File: src/rtl/aabb_pkg.sv
// Shared types, constants and helpers of the AABB body step and resolve unit.
`timescale 1ns / 1ps

package aabb_pkg;

  // Number format of position and velocity: signed Q7.12
  localparam int VALUE_BITS = 20;
  localparam int FRAC_BITS  = 12;

  // Field widths
  localparam int DT_W     = 12;
  localparam int SIZE_W   = 19;
  localparam int GRAV_W   = 18;
  localparam int GROUND_W = 19;
  localparam int LIMIT_W  = 19;
  localparam int HALF_W   = 18;

  // Datapath widths
  localparam int MUL_A_W = VALUE_BITS + 1;
  localparam int MUL_B_W = DT_W + 1;
  localparam int PROD_W  = MUL_A_W + MUL_B_W;
  localparam int SUM_W   = PROD_W + 1;
  localparam int DIFF_W  = VALUE_BITS + 1;
  localparam int SPAN_W  = HALF_W + 1;

  localparam logic signed [SUM_W-1:0] VMAX_S =
    {{(SUM_W - VALUE_BITS + 1){1'b0}}, {(VALUE_BITS - 1){1'b1}}};
  localparam logic signed [SUM_W-1:0] VMIN_S =
    {{(SUM_W - VALUE_BITS + 1){1'b1}}, {(VALUE_BITS - 1){1'b0}}};

  // Register port
  localparam int DATA_W    = 32;
  localparam int ADDR_W    = 5;
  localparam int REG_IDX_W = 3;

  localparam logic [REG_IDX_W-1:0] REG_GRAVITY      = 3'd0;
  localparam logic [REG_IDX_W-1:0] REG_GROUND_LEVEL = 3'd1;
  localparam logic [REG_IDX_W-1:0] REG_WORLD_LIMIT  = 3'd2;
  localparam logic [REG_IDX_W-1:0] REG_BODY_HALF_X  = 3'd3;
  localparam logic [REG_IDX_W-1:0] REG_BODY_HALF_Y  = 3'd4;
  localparam logic [REG_IDX_W-1:0] REG_BODY_HALF_Z  = 3'd5;

  localparam logic [GRAV_W-1:0]          RST_GRAVITY      = 18'd40141;
  localparam logic signed [GROUND_W-1:0] RST_GROUND_LEVEL = 19'sd2048;
  localparam logic [LIMIT_W-1:0]         RST_WORLD_LIMIT  = 19'd196608;
  localparam logic [HALF_W-1:0]          RST_BODY_HALF_X  = 18'd2048;
  localparam logic [HALF_W-1:0]          RST_BODY_HALF_Y  = 18'd1024;
  localparam logic [HALF_W-1:0]          RST_BODY_HALF_Z  = 18'd1638;

  // Item kinds
  localparam logic KIND_TICK = 1'b0;
  localparam logic KIND_OBST = 1'b1;

  // Datapath operations
  localparam int OP_W = 4;
  localparam logic [OP_W-1:0] OP_IDLE     = 4'd0;
  localparam logic [OP_W-1:0] OP_GRAV     = 4'd1;
  localparam logic [OP_W-1:0] OP_VEL_X    = 4'd2;
  localparam logic [OP_W-1:0] OP_VEL_Y    = 4'd3;
  localparam logic [OP_W-1:0] OP_VEL_Z    = 4'd4;
  localparam logic [OP_W-1:0] OP_ADD_Z    = 4'd5;
  localparam logic [OP_W-1:0] OP_CLAMP    = 4'd6;
  localparam logic [OP_W-1:0] OP_OBS_DIFF = 4'd7;
  localparam logic [OP_W-1:0] OP_OBS_TEST = 4'd8;
  localparam logic [OP_W-1:0] OP_OBS_PUSH = 4'd9;
  localparam logic [OP_W-1:0] OP_EMIT     = 4'd10;

  typedef struct packed {
    logic            load_in;
    logic [OP_W-1:0] op;
  } cmd_t;

  typedef struct packed {
    logic out_hold;
  } status_t;

  typedef struct packed {
    logic [GRAV_W-1:0]          gravity;
    logic signed [GROUND_W-1:0] ground_level;
    logic [LIMIT_W-1:0]         world_limit;
    logic [HALF_W-1:0]          body_half_x;
    logic [HALF_W-1:0]          body_half_y;
    logic [HALF_W-1:0]          body_half_z;
  } cfg_t;

  // Saturate a wide signed sum to the value range
  function automatic logic signed [VALUE_BITS-1:0] sat_val(input logic signed [SUM_W-1:0] v);
    logic signed [VALUE_BITS-1:0] r;
    if (v > VMAX_S) begin
      r = VMAX_S[VALUE_BITS-1:0];
    end else if (v < VMIN_S) begin
      r = VMIN_S[VALUE_BITS-1:0];
    end else begin
      r = v[VALUE_BITS-1:0];
    end
    return r;
  endfunction

endpackage

File: src/rtl/aabb_cfg.sv
// Configuration register file behind the APB-style port.
`timescale 1ns / 1ps

module aabb_cfg (
  input  logic                         clk,
  input  logic                         rst_n,
  input  logic                         psel,
  input  logic                         penable,
  input  logic                         pwrite,
  input  logic [aabb_pkg::ADDR_W-1:0]  paddr,
  input  logic [aabb_pkg::DATA_W-1:0]  pwdata,
  output logic [aabb_pkg::DATA_W-1:0]  prdata,
  output logic                         pready,
  output aabb_pkg::cfg_t               cfg
);

  aabb_pkg::cfg_t                  cfg_r;
  logic [aabb_pkg::REG_IDX_W-1:0]  idx;
  logic                            wr_en;

  assign idx    = paddr[aabb_pkg::ADDR_W-1:2];
  assign wr_en  = psel && penable && pwrite;
  assign pready = 1'b1;
  assign cfg    = cfg_r;

  always_ff @(posedge clk) begin
    if (!rst_n) begin
      cfg_r.gravity      <= aabb_pkg::RST_GRAVITY;
      cfg_r.ground_level <= aabb_pkg::RST_GROUND_LEVEL;
      cfg_r.world_limit  <= aabb_pkg::RST_WORLD_LIMIT;
      cfg_r.body_half_x  <= aabb_pkg::RST_BODY_HALF_X;
      cfg_r.body_half_y  <= aabb_pkg::RST_BODY_HALF_Y;
      cfg_r.body_half_z  <= aabb_pkg::RST_BODY_HALF_Z;
    end else if (wr_en) begin
      unique case (idx)
        aabb_pkg::REG_GRAVITY:      cfg_r.gravity      <= pwdata[aabb_pkg::GRAV_W-1:0];
        aabb_pkg::REG_GROUND_LEVEL: cfg_r.ground_level <= pwdata[aabb_pkg::GROUND_W-1:0];
        aabb_pkg::REG_WORLD_LIMIT:  cfg_r.world_limit  <= pwdata[aabb_pkg::LIMIT_W-1:0];
        aabb_pkg::REG_BODY_HALF_X:  cfg_r.body_half_x  <= pwdata[aabb_pkg::HALF_W-1:0];
        aabb_pkg::REG_BODY_HALF_Y:  cfg_r.body_half_y  <= pwdata[aabb_pkg::HALF_W-1:0];
        aabb_pkg::REG_BODY_HALF_Z:  cfg_r.body_half_z  <= pwdata[aabb_pkg::HALF_W-1:0];
        default: begin
        end
      endcase
    end
  end

  always_comb begin
    unique case (idx)
      aabb_pkg::REG_GRAVITY:      prdata = aabb_pkg::DATA_W'(cfg_r.gravity);
      aabb_pkg::REG_GROUND_LEVEL: prdata = aabb_pkg::DATA_W'($signed(cfg_r.ground_level));
      aabb_pkg::REG_WORLD_LIMIT:  prdata = aabb_pkg::DATA_W'(cfg_r.world_limit);
      aabb_pkg::REG_BODY_HALF_X:  prdata = aabb_pkg::DATA_W'(cfg_r.body_half_x);
      aabb_pkg::REG_BODY_HALF_Y:  prdata = aabb_pkg::DATA_W'(cfg_r.body_half_y);
      aabb_pkg::REG_BODY_HALF_Z:  prdata = aabb_pkg::DATA_W'(cfg_r.body_half_z);
      default:                    prdata = '0;
    endcase
  end

endmodule

File: src/rtl/aabb_ctrl.sv
// Sequencer that steps the datapath through a tick or an obstacle test.
`timescale 1ns / 1ps

module aabb_ctrl (
  input  logic              clk,
  input  logic              rst_n,
  input  logic              in_valid,
  input  logic              in_kind,
  input  aabb_pkg::status_t status,
  output logic              busy,
  output aabb_pkg::cmd_t    cmd
);

  localparam logic [3:0] S_IDLE  = 4'd0;
  localparam logic [3:0] S_GRAV  = 4'd1;
  localparam logic [3:0] S_VX    = 4'd2;
  localparam logic [3:0] S_VY    = 4'd3;
  localparam logic [3:0] S_VZ    = 4'd4;
  localparam logic [3:0] S_ADDZ  = 4'd5;
  localparam logic [3:0] S_CLAMP = 4'd6;
  localparam logic [3:0] S_ODIFF = 4'd7;
  localparam logic [3:0] S_OTEST = 4'd8;
  localparam logic [3:0] S_OPUSH = 4'd9;
  localparam logic [3:0] S_EMIT  = 4'd10;

  logic [3:0] state_r, state_nxt;

  assign busy = (state_r != S_IDLE);

  always_ff @(posedge clk) begin
    if (!rst_n) begin
      state_r <= S_IDLE;
    end else begin
      state_r <= state_nxt;
    end
  end

  always_comb begin
    state_nxt   = state_r;
    cmd.load_in = 1'b0;
    cmd.op      = aabb_pkg::OP_IDLE;
    unique case (state_r)
      S_IDLE: begin
        if (in_valid) begin
          cmd.load_in = 1'b1;
          state_nxt   = (in_kind == aabb_pkg::KIND_OBST) ? S_ODIFF : S_GRAV;
        end
      end
      S_GRAV: begin
        cmd.op    = aabb_pkg::OP_GRAV;
        state_nxt = S_VX;
      end
      S_VX: begin
        cmd.op    = aabb_pkg::OP_VEL_X;
        state_nxt = S_VY;
      end
      S_VY: begin
        cmd.op    = aabb_pkg::OP_VEL_Y;
        state_nxt = S_VZ;
      end
      S_VZ: begin
        cmd.op    = aabb_pkg::OP_VEL_Z;
        state_nxt = S_ADDZ;
      end
      S_ADDZ: begin
        cmd.op    = aabb_pkg::OP_ADD_Z;
        state_nxt = S_CLAMP;
      end
      S_CLAMP: begin
        cmd.op    = aabb_pkg::OP_CLAMP;
        state_nxt = S_EMIT;
      end
      S_ODIFF: begin
        cmd.op    = aabb_pkg::OP_OBS_DIFF;
        state_nxt = S_OTEST;
      end
      S_OTEST: begin
        cmd.op    = aabb_pkg::OP_OBS_TEST;
        state_nxt = S_OPUSH;
      end
      S_OPUSH: begin
        cmd.op    = aabb_pkg::OP_OBS_PUSH;
        state_nxt = S_EMIT;
      end
      S_EMIT: begin
        // hold while the previous result still waits
        if (!status.out_hold) begin
          cmd.op    = aabb_pkg::OP_EMIT;
          state_nxt = S_IDLE;
        end
      end
      default: state_nxt = S_IDLE;
    endcase
  end

endmodule

File: src/rtl/aabb_dp.sv
// Body state, shared multiplier, clamp and box resolve datapath.
`timescale 1ns / 1ps

module aabb_dp (
  input  logic                                     clk,
  input  logic                                     rst_n,
  input  aabb_pkg::cmd_t                           cmd,
  input  aabb_pkg::cfg_t                           cfg,
  output aabb_pkg::status_t                        status,
  input  logic [aabb_pkg::DT_W-1:0]                in_dt,
  input  logic signed [aabb_pkg::VALUE_BITS-1:0]   in_obstacle_x,
  input  logic signed [aabb_pkg::VALUE_BITS-1:0]   in_obstacle_y,
  input  logic signed [aabb_pkg::VALUE_BITS-1:0]   in_obstacle_z,
  input  logic [aabb_pkg::SIZE_W-1:0]              in_obstacle_size_x,
  input  logic [aabb_pkg::SIZE_W-1:0]              in_obstacle_size_y,
  input  logic [aabb_pkg::SIZE_W-1:0]              in_obstacle_size_z,
  input  logic                                     out_stall,
  output logic                                     out_valid,
  output logic signed [aabb_pkg::VALUE_BITS-1:0]   out_body_x,
  output logic signed [aabb_pkg::VALUE_BITS-1:0]   out_body_y,
  output logic signed [aabb_pkg::VALUE_BITS-1:0]   out_body_z,
  output logic signed [aabb_pkg::VALUE_BITS-1:0]   out_speed_x,
  output logic signed [aabb_pkg::VALUE_BITS-1:0]   out_speed_y,
  output logic signed [aabb_pkg::VALUE_BITS-1:0]   out_speed_z,
  output logic                                     out_hit
);

  localparam int VB  = aabb_pkg::VALUE_BITS;
  localparam int SW  = aabb_pkg::SUM_W;
  localparam int DW  = aabb_pkg::DIFF_W;
  localparam int SPW = aabb_pkg::SPAN_W;

  // body state
  logic signed [VB-1:0] px_r, py_r, pz_r, vx_r, vy_r, vz_r;
  logic                 hit_r;

  // item registers
  logic [aabb_pkg::DT_W-1:0]   dt_r;
  logic signed [VB-1:0]        ox_r, oy_r, oz_r;
  logic [aabb_pkg::SIZE_W-1:0] szx_r, szy_r, szz_r;

  // working registers
  logic signed [aabb_pkg::PROD_W-1:0] prod_r;
  logic [DW-1:0]                      dx_r, dy_r, dz_r;
  logic [SPW-1:0]                     sx_r, sy_r, sz_r;
  logic [SPW-1:0]                     ovx_r, ovy_r, ovz_r;

  // output registers
  logic                 out_valid_r, out_valid_nxt;
  logic signed [VB-1:0] obx_r, oby_r, obz_r, osx_r, osy_r, osz_r;
  logic                 ohit_r;

  logic signed [aabb_pkg::MUL_A_W-1:0] mul_a;
  logic signed [aabb_pkg::PROD_W-1:0]  mul_p, prod_sh;
  logic signed [VB-1:0]                acc_pos, vy_dec, pos_add;
  logic signed [SW-1:0]                lim_raw, lim, neg_lim, ground_ext;
  logic signed [VB-1:0]                ground_sat, lim_v, neg_lim_v;
  logic                                y_low, x_hi, x_lo, z_hi, z_lo;
  logic signed [DW-1:0]                diff_x, diff_y, diff_z;
  logic [DW-1:0]                       abs_x, abs_y, abs_z;
  logic [SPW-1:0]                      span_x, span_y, span_z;
  logic                                overlap;
  logic                                sel_x, sel_y;
  logic signed [VB-1:0]                push_p, push_o, push_res;
  logic [SPW-1:0]                      push_ov;
  logic signed [SW-1:0]                push_d;

  assign status.out_hold = out_valid_r && out_stall;

  // Shared multiplier: operand follows the step
  always_comb begin
    case (cmd.op)
      aabb_pkg::OP_GRAV:  mul_a = aabb_pkg::MUL_A_W'($signed({1'b0, cfg.gravity}));
      aabb_pkg::OP_VEL_X: mul_a = aabb_pkg::MUL_A_W'(vx_r);
      aabb_pkg::OP_VEL_Y: mul_a = aabb_pkg::MUL_A_W'(vy_r);
      aabb_pkg::OP_VEL_Z: mul_a = aabb_pkg::MUL_A_W'(vz_r);
      default:            mul_a = '0;
    endcase
  end

  assign mul_p   = mul_a * $signed({1'b0, dt_r});
  assign prod_sh = prod_r >>> aabb_pkg::FRAC_BITS;

  always_comb begin
    case (cmd.op)
      aabb_pkg::OP_VEL_Y: acc_pos = px_r;
      aabb_pkg::OP_VEL_Z: acc_pos = py_r;
      default:            acc_pos = pz_r;
    endcase
  end

  assign vy_dec  = aabb_pkg::sat_val(SW'(vy_r) - SW'(prod_sh));
  assign pos_add = aabb_pkg::sat_val(SW'(acc_pos) + SW'(prod_sh));

  // Clamp bounds
  assign lim_raw    = SW'({1'b0, cfg.world_limit});
  assign lim        = (lim_raw > aabb_pkg::VMAX_S) ? aabb_pkg::VMAX_S : lim_raw;
  assign neg_lim    = -lim;
  assign lim_v      = lim[VB-1:0];
  assign neg_lim_v  = neg_lim[VB-1:0];
  assign ground_ext = SW'($signed(cfg.ground_level));
  assign ground_sat = aabb_pkg::sat_val(ground_ext);
  assign y_low      = SW'(py_r) < ground_ext;
  assign x_hi       = SW'(px_r) > lim;
  assign x_lo       = SW'(px_r) < neg_lim;
  assign z_hi       = SW'(pz_r) > lim;
  assign z_lo       = SW'(pz_r) < neg_lim;

  // Box distance and combined half extent per axis
  assign diff_x = DW'(px_r) - DW'(ox_r);
  assign diff_y = DW'(py_r) - DW'(oy_r);
  assign diff_z = DW'(pz_r) - DW'(oz_r);
  assign abs_x  = diff_x[DW-1] ? DW'(-diff_x) : DW'(diff_x);
  assign abs_y  = diff_y[DW-1] ? DW'(-diff_y) : DW'(diff_y);
  assign abs_z  = diff_z[DW-1] ? DW'(-diff_z) : DW'(diff_z);
  assign span_x = SPW'(cfg.body_half_x) + SPW'(szx_r >> 1);
  assign span_y = SPW'(cfg.body_half_y) + SPW'(szy_r >> 1);
  assign span_z = SPW'(cfg.body_half_z) + SPW'(szz_r >> 1);

  assign overlap = (SW'(dx_r) < SW'(sx_r)) && (SW'(dy_r) < SW'(sy_r)) &&
                   (SW'(dz_r) < SW'(sz_r));

  // Least-overlap axis, ties go to z
  assign sel_x = (ovx_r < ovy_r) && (ovx_r < ovz_r);
  assign sel_y = !sel_x && (ovy_r < ovx_r) && (ovy_r < ovz_r);

  always_comb begin
    if (sel_x) begin
      push_p  = px_r;
      push_o  = ox_r;
      push_ov = ovx_r;
    end else if (sel_y) begin
      push_p  = py_r;
      push_o  = oy_r;
      push_ov = ovy_r;
    end else begin
      push_p  = pz_r;
      push_o  = oz_r;
      push_ov = ovz_r;
    end
  end

  assign push_d   = SW'(push_ov >> 1);
  assign push_res = (push_p < push_o) ? aabb_pkg::sat_val(SW'(push_p) - push_d)
                                      : aabb_pkg::sat_val(SW'(push_p) + push_d);

  // Item and working registers
  always_ff @(posedge clk) begin
    if (cmd.load_in) begin
      dt_r  <= in_dt;
      ox_r  <= in_obstacle_x;
      oy_r  <= in_obstacle_y;
      oz_r  <= in_obstacle_z;
      szx_r <= in_obstacle_size_x;
      szy_r <= in_obstacle_size_y;
      szz_r <= in_obstacle_size_z;
    end
    case (cmd.op)
      aabb_pkg::OP_GRAV, aabb_pkg::OP_VEL_X, aabb_pkg::OP_VEL_Y, aabb_pkg::OP_VEL_Z: begin
        prod_r <= mul_p;
      end
      aabb_pkg::OP_OBS_DIFF: begin
        dx_r <= abs_x;
        dy_r <= abs_y;
        dz_r <= abs_z;
        sx_r <= span_x;
        sy_r <= span_y;
        sz_r <= span_z;
      end
      aabb_pkg::OP_OBS_TEST: begin
        ovx_r <= SPW'(SW'(sx_r) - SW'(dx_r));
        ovy_r <= SPW'(SW'(sy_r) - SW'(dy_r));
        ovz_r <= SPW'(SW'(sz_r) - SW'(dz_r));
      end
      default: begin
      end
    endcase
    if (cmd.op == aabb_pkg::OP_EMIT) begin
      obx_r  <= px_r;
      oby_r  <= py_r;
      obz_r  <= pz_r;
      osx_r  <= vx_r;
      osy_r  <= vy_r;
      osz_r  <= vz_r;
      ohit_r <= hit_r;
    end
  end

  // Body state
  always_ff @(posedge clk) begin
    if (!rst_n) begin
      px_r  <= '0;
      py_r  <= '0;
      pz_r  <= '0;
      vx_r  <= '0;
      vy_r  <= '0;
      vz_r  <= '0;
      hit_r <= 1'b0;
    end else begin
      if (cmd.load_in) begin
        hit_r <= 1'b0;
      end
      case (cmd.op)
        aabb_pkg::OP_VEL_X: vy_r <= vy_dec;
        aabb_pkg::OP_VEL_Y: px_r <= pos_add;
        aabb_pkg::OP_VEL_Z: py_r <= pos_add;
        aabb_pkg::OP_ADD_Z: pz_r <= pos_add;
        aabb_pkg::OP_CLAMP: begin
          if (y_low) begin
            py_r <= ground_sat;
            vy_r <= '0;
          end
          if (x_hi) begin
            px_r <= lim_v;
            vx_r <= '0;
          end else if (x_lo) begin
            px_r <= neg_lim_v;
            vx_r <= '0;
          end
          if (z_hi) begin
            pz_r <= lim_v;
            vz_r <= '0;
          end else if (z_lo) begin
            pz_r <= neg_lim_v;
            vz_r <= '0;
          end
        end
        aabb_pkg::OP_OBS_TEST: hit_r <= overlap;
        aabb_pkg::OP_OBS_PUSH: begin
          if (hit_r) begin
            if (sel_x) begin
              px_r <= push_res;
            end else if (sel_y) begin
              py_r <= push_res;
            end else begin
              pz_r <= push_res;
            end
            vx_r <= vx_r >>> 1;
            vz_r <= vz_r >>> 1;
          end
        end
        default: begin
        end
      endcase
    end
  end

  // Output beat valid
  always_comb begin
    out_valid_nxt = out_valid_r;
    if (out_valid_r && !out_stall) begin
      out_valid_nxt = 1'b0;
    end
    if (cmd.op == aabb_pkg::OP_EMIT) begin
      out_valid_nxt = 1'b1;
    end
  end

  always_ff @(posedge clk) begin
    if (!rst_n) begin
      out_valid_r <= 1'b0;
    end else begin
      out_valid_r <= out_valid_nxt;
    end
  end

  assign out_valid   = out_valid_r;
  assign out_body_x  = obx_r;
  assign out_body_y  = oby_r;
  assign out_body_z  = obz_r;
  assign out_speed_x = osx_r;
  assign out_speed_y = osy_r;
  assign out_speed_z = osz_r;
  assign out_hit     = ohit_r;

endmodule

File: src/rtl/aabb_body_step_and_resolve_unit.sv
// Top level of the AABB body step and resolve unit.
`timescale 1ns / 1ps

// Keeps one body's position and velocity in signed Q7.12 and answers every
// input beat with exactly one result beat carrying the state after the item.
// A tick beat (kind 0) applies gravity*dt to the y velocity, velocity*dt to
// the position, then clamps y to the ground and x/z to the world limit,
// zeroing the matching velocity. An obstacle beat (kind 1) tests the body box
// against the given box; on strict overlap on all three axes it pushes the
// body out by half the overlap along the least-overlap axis (ties go to z),
// halves x and z velocity and sets hit. Products truncate toward minus
// infinity and state updates saturate. One item is in work at a time: the
// input stays stalled from acceptance until the result is loaded, so the
// block takes no new item before it is through with the last one. A tick
// runs four dependent products through one shared 21x13 multiplier, then a
// final add, a clamp and an output load step; an obstacle runs the
// distance, overlap and push steps plus the output load. The result sits in
// an output register, so the block goes back to accepting once it is loaded;
// when a previous result is still stalled, the new one waits and the input
// stays stalled. The user must write registers over the cfg_ port only while
// the block is idle; the block itself does not enforce this.

module aabb_body_step_and_resolve_unit (
  input  logic                                     clk,
  input  logic                                     rst_n,
  // input channel
  input  logic                                     in_valid,
  output logic                                     in_stall,
  input  logic                                     in_kind,
  input  logic [aabb_pkg::DT_W-1:0]                in_dt,
  input  logic signed [aabb_pkg::VALUE_BITS-1:0]   in_obstacle_x,
  input  logic signed [aabb_pkg::VALUE_BITS-1:0]   in_obstacle_y,
  input  logic signed [aabb_pkg::VALUE_BITS-1:0]   in_obstacle_z,
  input  logic [aabb_pkg::SIZE_W-1:0]              in_obstacle_size_x,
  input  logic [aabb_pkg::SIZE_W-1:0]              in_obstacle_size_y,
  input  logic [aabb_pkg::SIZE_W-1:0]              in_obstacle_size_z,
  // result channel
  output logic                                     out_valid,
  input  logic                                     out_stall,
  output logic signed [aabb_pkg::VALUE_BITS-1:0]   out_body_x,
  output logic signed [aabb_pkg::VALUE_BITS-1:0]   out_body_y,
  output logic signed [aabb_pkg::VALUE_BITS-1:0]   out_body_z,
  output logic signed [aabb_pkg::VALUE_BITS-1:0]   out_speed_x,
  output logic signed [aabb_pkg::VALUE_BITS-1:0]   out_speed_y,
  output logic signed [aabb_pkg::VALUE_BITS-1:0]   out_speed_z,
  output logic                                     out_hit,
  // register port
  input  logic                                     cfg_psel,
  input  logic                                     cfg_penable,
  input  logic                                     cfg_pwrite,
  input  logic [aabb_pkg::ADDR_W-1:0]              cfg_paddr,
  input  logic [aabb_pkg::DATA_W-1:0]              cfg_pwdata,
  output logic [aabb_pkg::DATA_W-1:0]              cfg_prdata,
  output logic                                     cfg_pready
);

  aabb_pkg::cfg_t    cfg;
  aabb_pkg::cmd_t    cmd;
  aabb_pkg::status_t status;
  logic              busy;

  // Input is taken only while the sequencer is idle
  assign in_stall = busy;

  aabb_cfg u_cfg (
    .clk     (clk),
    .rst_n   (rst_n),
    .psel    (cfg_psel),
    .penable (cfg_penable),
    .pwrite  (cfg_pwrite),
    .paddr   (cfg_paddr),
    .pwdata  (cfg_pwdata),
    .prdata  (cfg_prdata),
    .pready  (cfg_pready),
    .cfg     (cfg)
  );

  // Sequencer: picks the step list from the kind of the accepted beat
  aabb_ctrl u_ctrl (
    .clk      (clk),
    .rst_n    (rst_n),
    .in_valid (in_valid),
    .in_kind  (in_kind),
    .status   (status),
    .busy     (busy),
    .cmd      (cmd)
  );

  // Datapath: body state, shared multiplier, resolve logic, output register
  aabb_dp u_dp (
    .clk                (clk),
    .rst_n              (rst_n),
    .cmd                (cmd),
    .cfg                (cfg),
    .status             (status),
    .in_dt              (in_dt),
    .in_obstacle_x      (in_obstacle_x),
    .in_obstacle_y      (in_obstacle_y),
    .in_obstacle_z      (in_obstacle_z),
    .in_obstacle_size_x (in_obstacle_size_x),
    .in_obstacle_size_y (in_obstacle_size_y),
    .in_obstacle_size_z (in_obstacle_size_z),
    .out_stall          (out_stall),
    .out_valid          (out_valid),
    .out_body_x         (out_body_x),
    .out_body_y         (out_body_y),
    .out_body_z         (out_body_z),
    .out_speed_x        (out_speed_x),
    .out_speed_y        (out_speed_y),
    .out_speed_z        (out_speed_z),
    .out_hit            (out_hit)
  );

  // An accepted beat always makes the block busy on the next cycle
  a_busy_after_accept: assert property (@(posedge clk) disable iff (!rst_n)
    (in_valid && !in_stall) |=> in_stall)
    else $error("input accepted but block not busy afterwards");

  // A new result never overwrites one that is still stalled
  a_no_overwrite: assert property (@(posedge clk) disable iff (!rst_n)
    (cmd.op == aabb_pkg::OP_EMIT) |-> !(out_valid && out_stall))
    else $error("result loaded over a stalled beat");

  // A result beat only appears after the emit step
  a_valid_from_emit: assert property (@(posedge clk) disable iff (!rst_n)
    $rose(out_valid) |-> $past(cmd.op == aabb_pkg::OP_EMIT))
    else $error("result beat without an emit step");

endmodule
File: config.mk
export PLATFORM = sky130hd
export DESIGN_NAME = aabb_body_step_and_resolve_unit
export DESIGN_NICKNAME = d
export VERILOG_FILES = /design/src/rtl/aabb_pkg.sv /design/src/rtl/aabb_cfg.sv /design/src/rtl/aabb_ctrl.sv /design/src/rtl/aabb_dp.sv /design/src/rtl/aabb_body_step_and_resolve_unit.sv
export SDC_FILE = /design/constraint.sdc
export NUM_CORES = 2
export LEC_CHECK = 0
export BUFFER_PORTS_ARGS = -buffer_cell sky130_fd_sc_hd__buf_2
export CAP_MARGIN = 10
export CORE_ASPECT_RATIO = 1.4
export CORE_MARGIN = 4
export CORE_UTILIZATION = 67
export DETAILED_ROUTE_END_ITERATION = 16
export GPL_ROUTABILITY_DRIVEN = 0
export PLACE_DENSITY = 0.87
export SLEW_MARGIN = 40
export SYNTH_ARGS = -nofsm -noshare
export SYNTH_HDL_FRONTEND = slang
export SYNTH_HIERARCHICAL = 1
export SYNTH_SLANG_ARGS = --single-unit
File: constraint.sdc
create_clock -name clk -period 15.9 [get_ports clk]
set_input_delay 4.77 -clock clk [delete_from_list [all_inputs] [get_ports clk]]
set_output_delay 4.77 -clock clk [all_outputs]
set_load 0.005 [all_outputs]
==> impl_results.md <==
* Area of the multi-input gates at 31500 µm²
* Final nets at 6603
* Max cap viols at 0
* Min Tclk post-route at 13.56 ns
* Avg WL per Cell at 26.0 µm
* Synth Warn # at 6
* CTS tree: yes
* Final ANT Viol Nets at 0
* Pwr dens at 106 nW/µm²
* Worst min path class: reg2reg
* Crit start category: input pin
* DRC Markers at 0
* Run status: finished, final reports clean
* DRT Wirelength at 173000 µm
* Vias/cell at 6.66
* Clock root cell: clkbuf_16
* Crit path capture type: flop
* Post-synth ARST share at 0%
* GRT overflow at 0
* P_leak at 24.8 nW
* Worst Path Required at 16.31 ns
* P&R area growth vs syn at 8.17%
* Die width at 241 µm
* Antenna violations before repair at 18
* Mapped Area at 51000 µm²
* Worst-path fanout max at 12
* Crit-path max cell delay at 0.76 ns
* Vias in the first global route at 43500
* Post-synth EDFFs at 406
* Clock transition at path regs at 0.06 ns
* Filler Cell Count at 5161
* Slowest-stage cell, CP: a31oi_1
* Final Hold Fails at 0
* Met3 Use GR at 12.4%
* Post-CTS setup buffer count at 0
* Slack of the critical path at 2.34 ns
* Rel. slew slack at 35.5%
* Worst IR Drop VDD at 0.0947 mV
* Post-Route Setup TNS at 0 ns
* Hold-fix buffers, CTS at 0
* Starting Density at 67.7%
* Pre-CTS WS at 2.25 ns
* # IOs at 330
* Syn_area_per_cell at 9.37 µm²
* Initial DRT Pass Iterations at 10
* Die H at 335 µm
* Area contributors post-synth: edfxtp_1, ha_1, fa_1
* Most used DFF post-synth: edfxtp_1
* Final-report max-slew violation count at 0
* PortBufs at 270
* Netlist cell types at 102
* DP Wirelength at 130000 µm
* Post-CTS resize count at 0
* Unrepaired setup endpoints after global routing: false
* Synth Register Bits at 602
* DRT iter0 DRCs at 5608
* Num CTS Buffers at 61
* Register area share after synthesis at 31.6%
* Layout cell share with drive strength beyond 1 at 10.0%
* First-pass GRT wire length at 254000 µm
* Htree depth at 2
* Sink Count at 602
* Fin crit share at 85.3%
* CP arrival at 13.97 ns
* Post-Route Skew at 0.0520 ns
* DR vias at 44300
* GR met1 Demand/Resource at 44.1%
* Finish-stage setup viols at 0
* Yosys top cell by area: edfxtp_1
* CP Class: in2reg
* Max Clock Freq at 73.8 MHz
* Top-area cell type share of the netlist area at 23.9%
* Max Buffers Root-to-Sink at 3
* Grt peak-use layer: met2
* Full die area at 80700 µm²
* Storage cell area at 16100 µm²
* FP Rows at 119
* Clock Latency Late Sink at 0.71 ns
* Core area at 75300 µm²
* Syn Inst Count at 5447
* Most used cell, CP: fa_1
* Met2 Use GR at 64.7%
* Pin count of the biggest net entering global routing at 110
* GRT Total Usage at 41.9%
* Measured slew at the worst slew-check pin at 0.963 ns
[routing by layer]
layer / vias up / wire length [µm]
met5: - / 114
met4: 18 / 24300
met3: 1169 / 20500
met2: 3113 / 76000
met1: 20800 / 52200
li1: 19200 / -
[path summary, 6_finish.rpt]
check / startpoint / end / slack (ns) / cells past startpoint
max: out_stall / u_dp/prod_r[33] / 2.34 / 29
min: u_cfg/cfg[78] / u_cfg/cfg[78] / 0.48 / 2
min reg2reg: u_cfg/cfg[78] / u_cfg/cfg[78] / 0.48 / 2
max reg2reg: u_dp/out_valid / u_dp/prod_r[33] / 6.24 / 28
[area by class of cell]
class	count	area share [%]
Multi-Input combinational cell	3978	57.0
Sequential cell	602	29.2
Inverter	661	4.50
Timing Repair Buffer	313	3.14
Clock buffer	72	2.97
Tap cell	968	2.19
Clock inverter	44	0.907
Antenna cell	12	0.0544
[registers in the layout, summed over array words and instances, names as in the netlist, 21 cells and up]
signal       count
u_dp/prod_r     22
u_cfg/cfg      110
u_dp/dx_r       21
u_dp/dy_r       21
u_dp/dz_r       21
[stage by stage]
stage	power, mW	hold slack, ns	instances	cell area (µm²)	utilization (%)
6_report	5.86	0.480	6650	55200	73.3
3_3_place_gp	4.10	0.456	6516	52900	70.2
5_1_grt	6.10	0.492	6639	55200	73.2
4_1_cts	5.74	0.473	6634	55100	73.1
3_5_place_dp	4.19	0.465	6518	53000	70.3
2_1_floorplan	3.56	0.441	5486	51200	-
[worst max-delay path: cells and delay by family]
| kind | cells | cell delay (ns) |
|---|---|---|
| AOI/OAI and AO/OA | 11 | 3.39 |
| adders and majority gates | 6 | 2.97 |
| xor gates and xnor gates | 1 | 0.09 |
| and+or+nand+nor | 7 | 2.45 |
| buffers and inverters | 4 | 0.28 |
[logic make-up after synthesis]
| kind of cell | after synthesis | synth area share, % |
|---|---|---|
| buffers and inverters | 906 | 7.20 |
| other | 2 | 0.0147 |
| AOI/OAI and AO/OA | 1223 | 15.9 |
| muxes | 157 | 3.18 |
| DFF | 602 | 31.6 |
| and+or+nand+nor | 1437 | 13.5 |
| xor gates and xnor gates | 308 | 5.29 |
| adders and majority gates | 812 | 23.3 |
[synthesized netlist by cell type, drive strengths merged (52+ instances only)]
master	instances
a21o	99
a21oi	307
a31oi	52
and2	133
buf	88
clkbuf	157
dfxtp	196
edfxtp	406
fa	233
ha	579
inv	659
mux2i	128
nand2	472
nand2b	56
nand3	59
nor2	361
nor2b	74
nor3	82
o211ai	53
o21a	64
o21ai	290
xnor2	240
xor2	68
[cells in the final DEF, fill, tap and decap left out, drive strengths merged, types with 128 or more instances in the layout]
master	synthesis	layout
ha	579	579
buf	88	313
o21ai	290	290
edfxtp	406	406
fa	233	233
nand2	472	472
a21oi	307	307
dfxtp	196	196
inv	659	667
xnor2	240	240
and2	133	133
nor2	361	361
mux2i	128	128
[power by group]
group	switching, mW	internal (mW)	leakage, nW
clock	0.685	0.875	1.04
sequential	0.236	1.86	5.32
combinational	1.37	0.839	18.5
total	2.29	3.57	24.8
No activity file was read; power rests on OpenSTA's default activity.
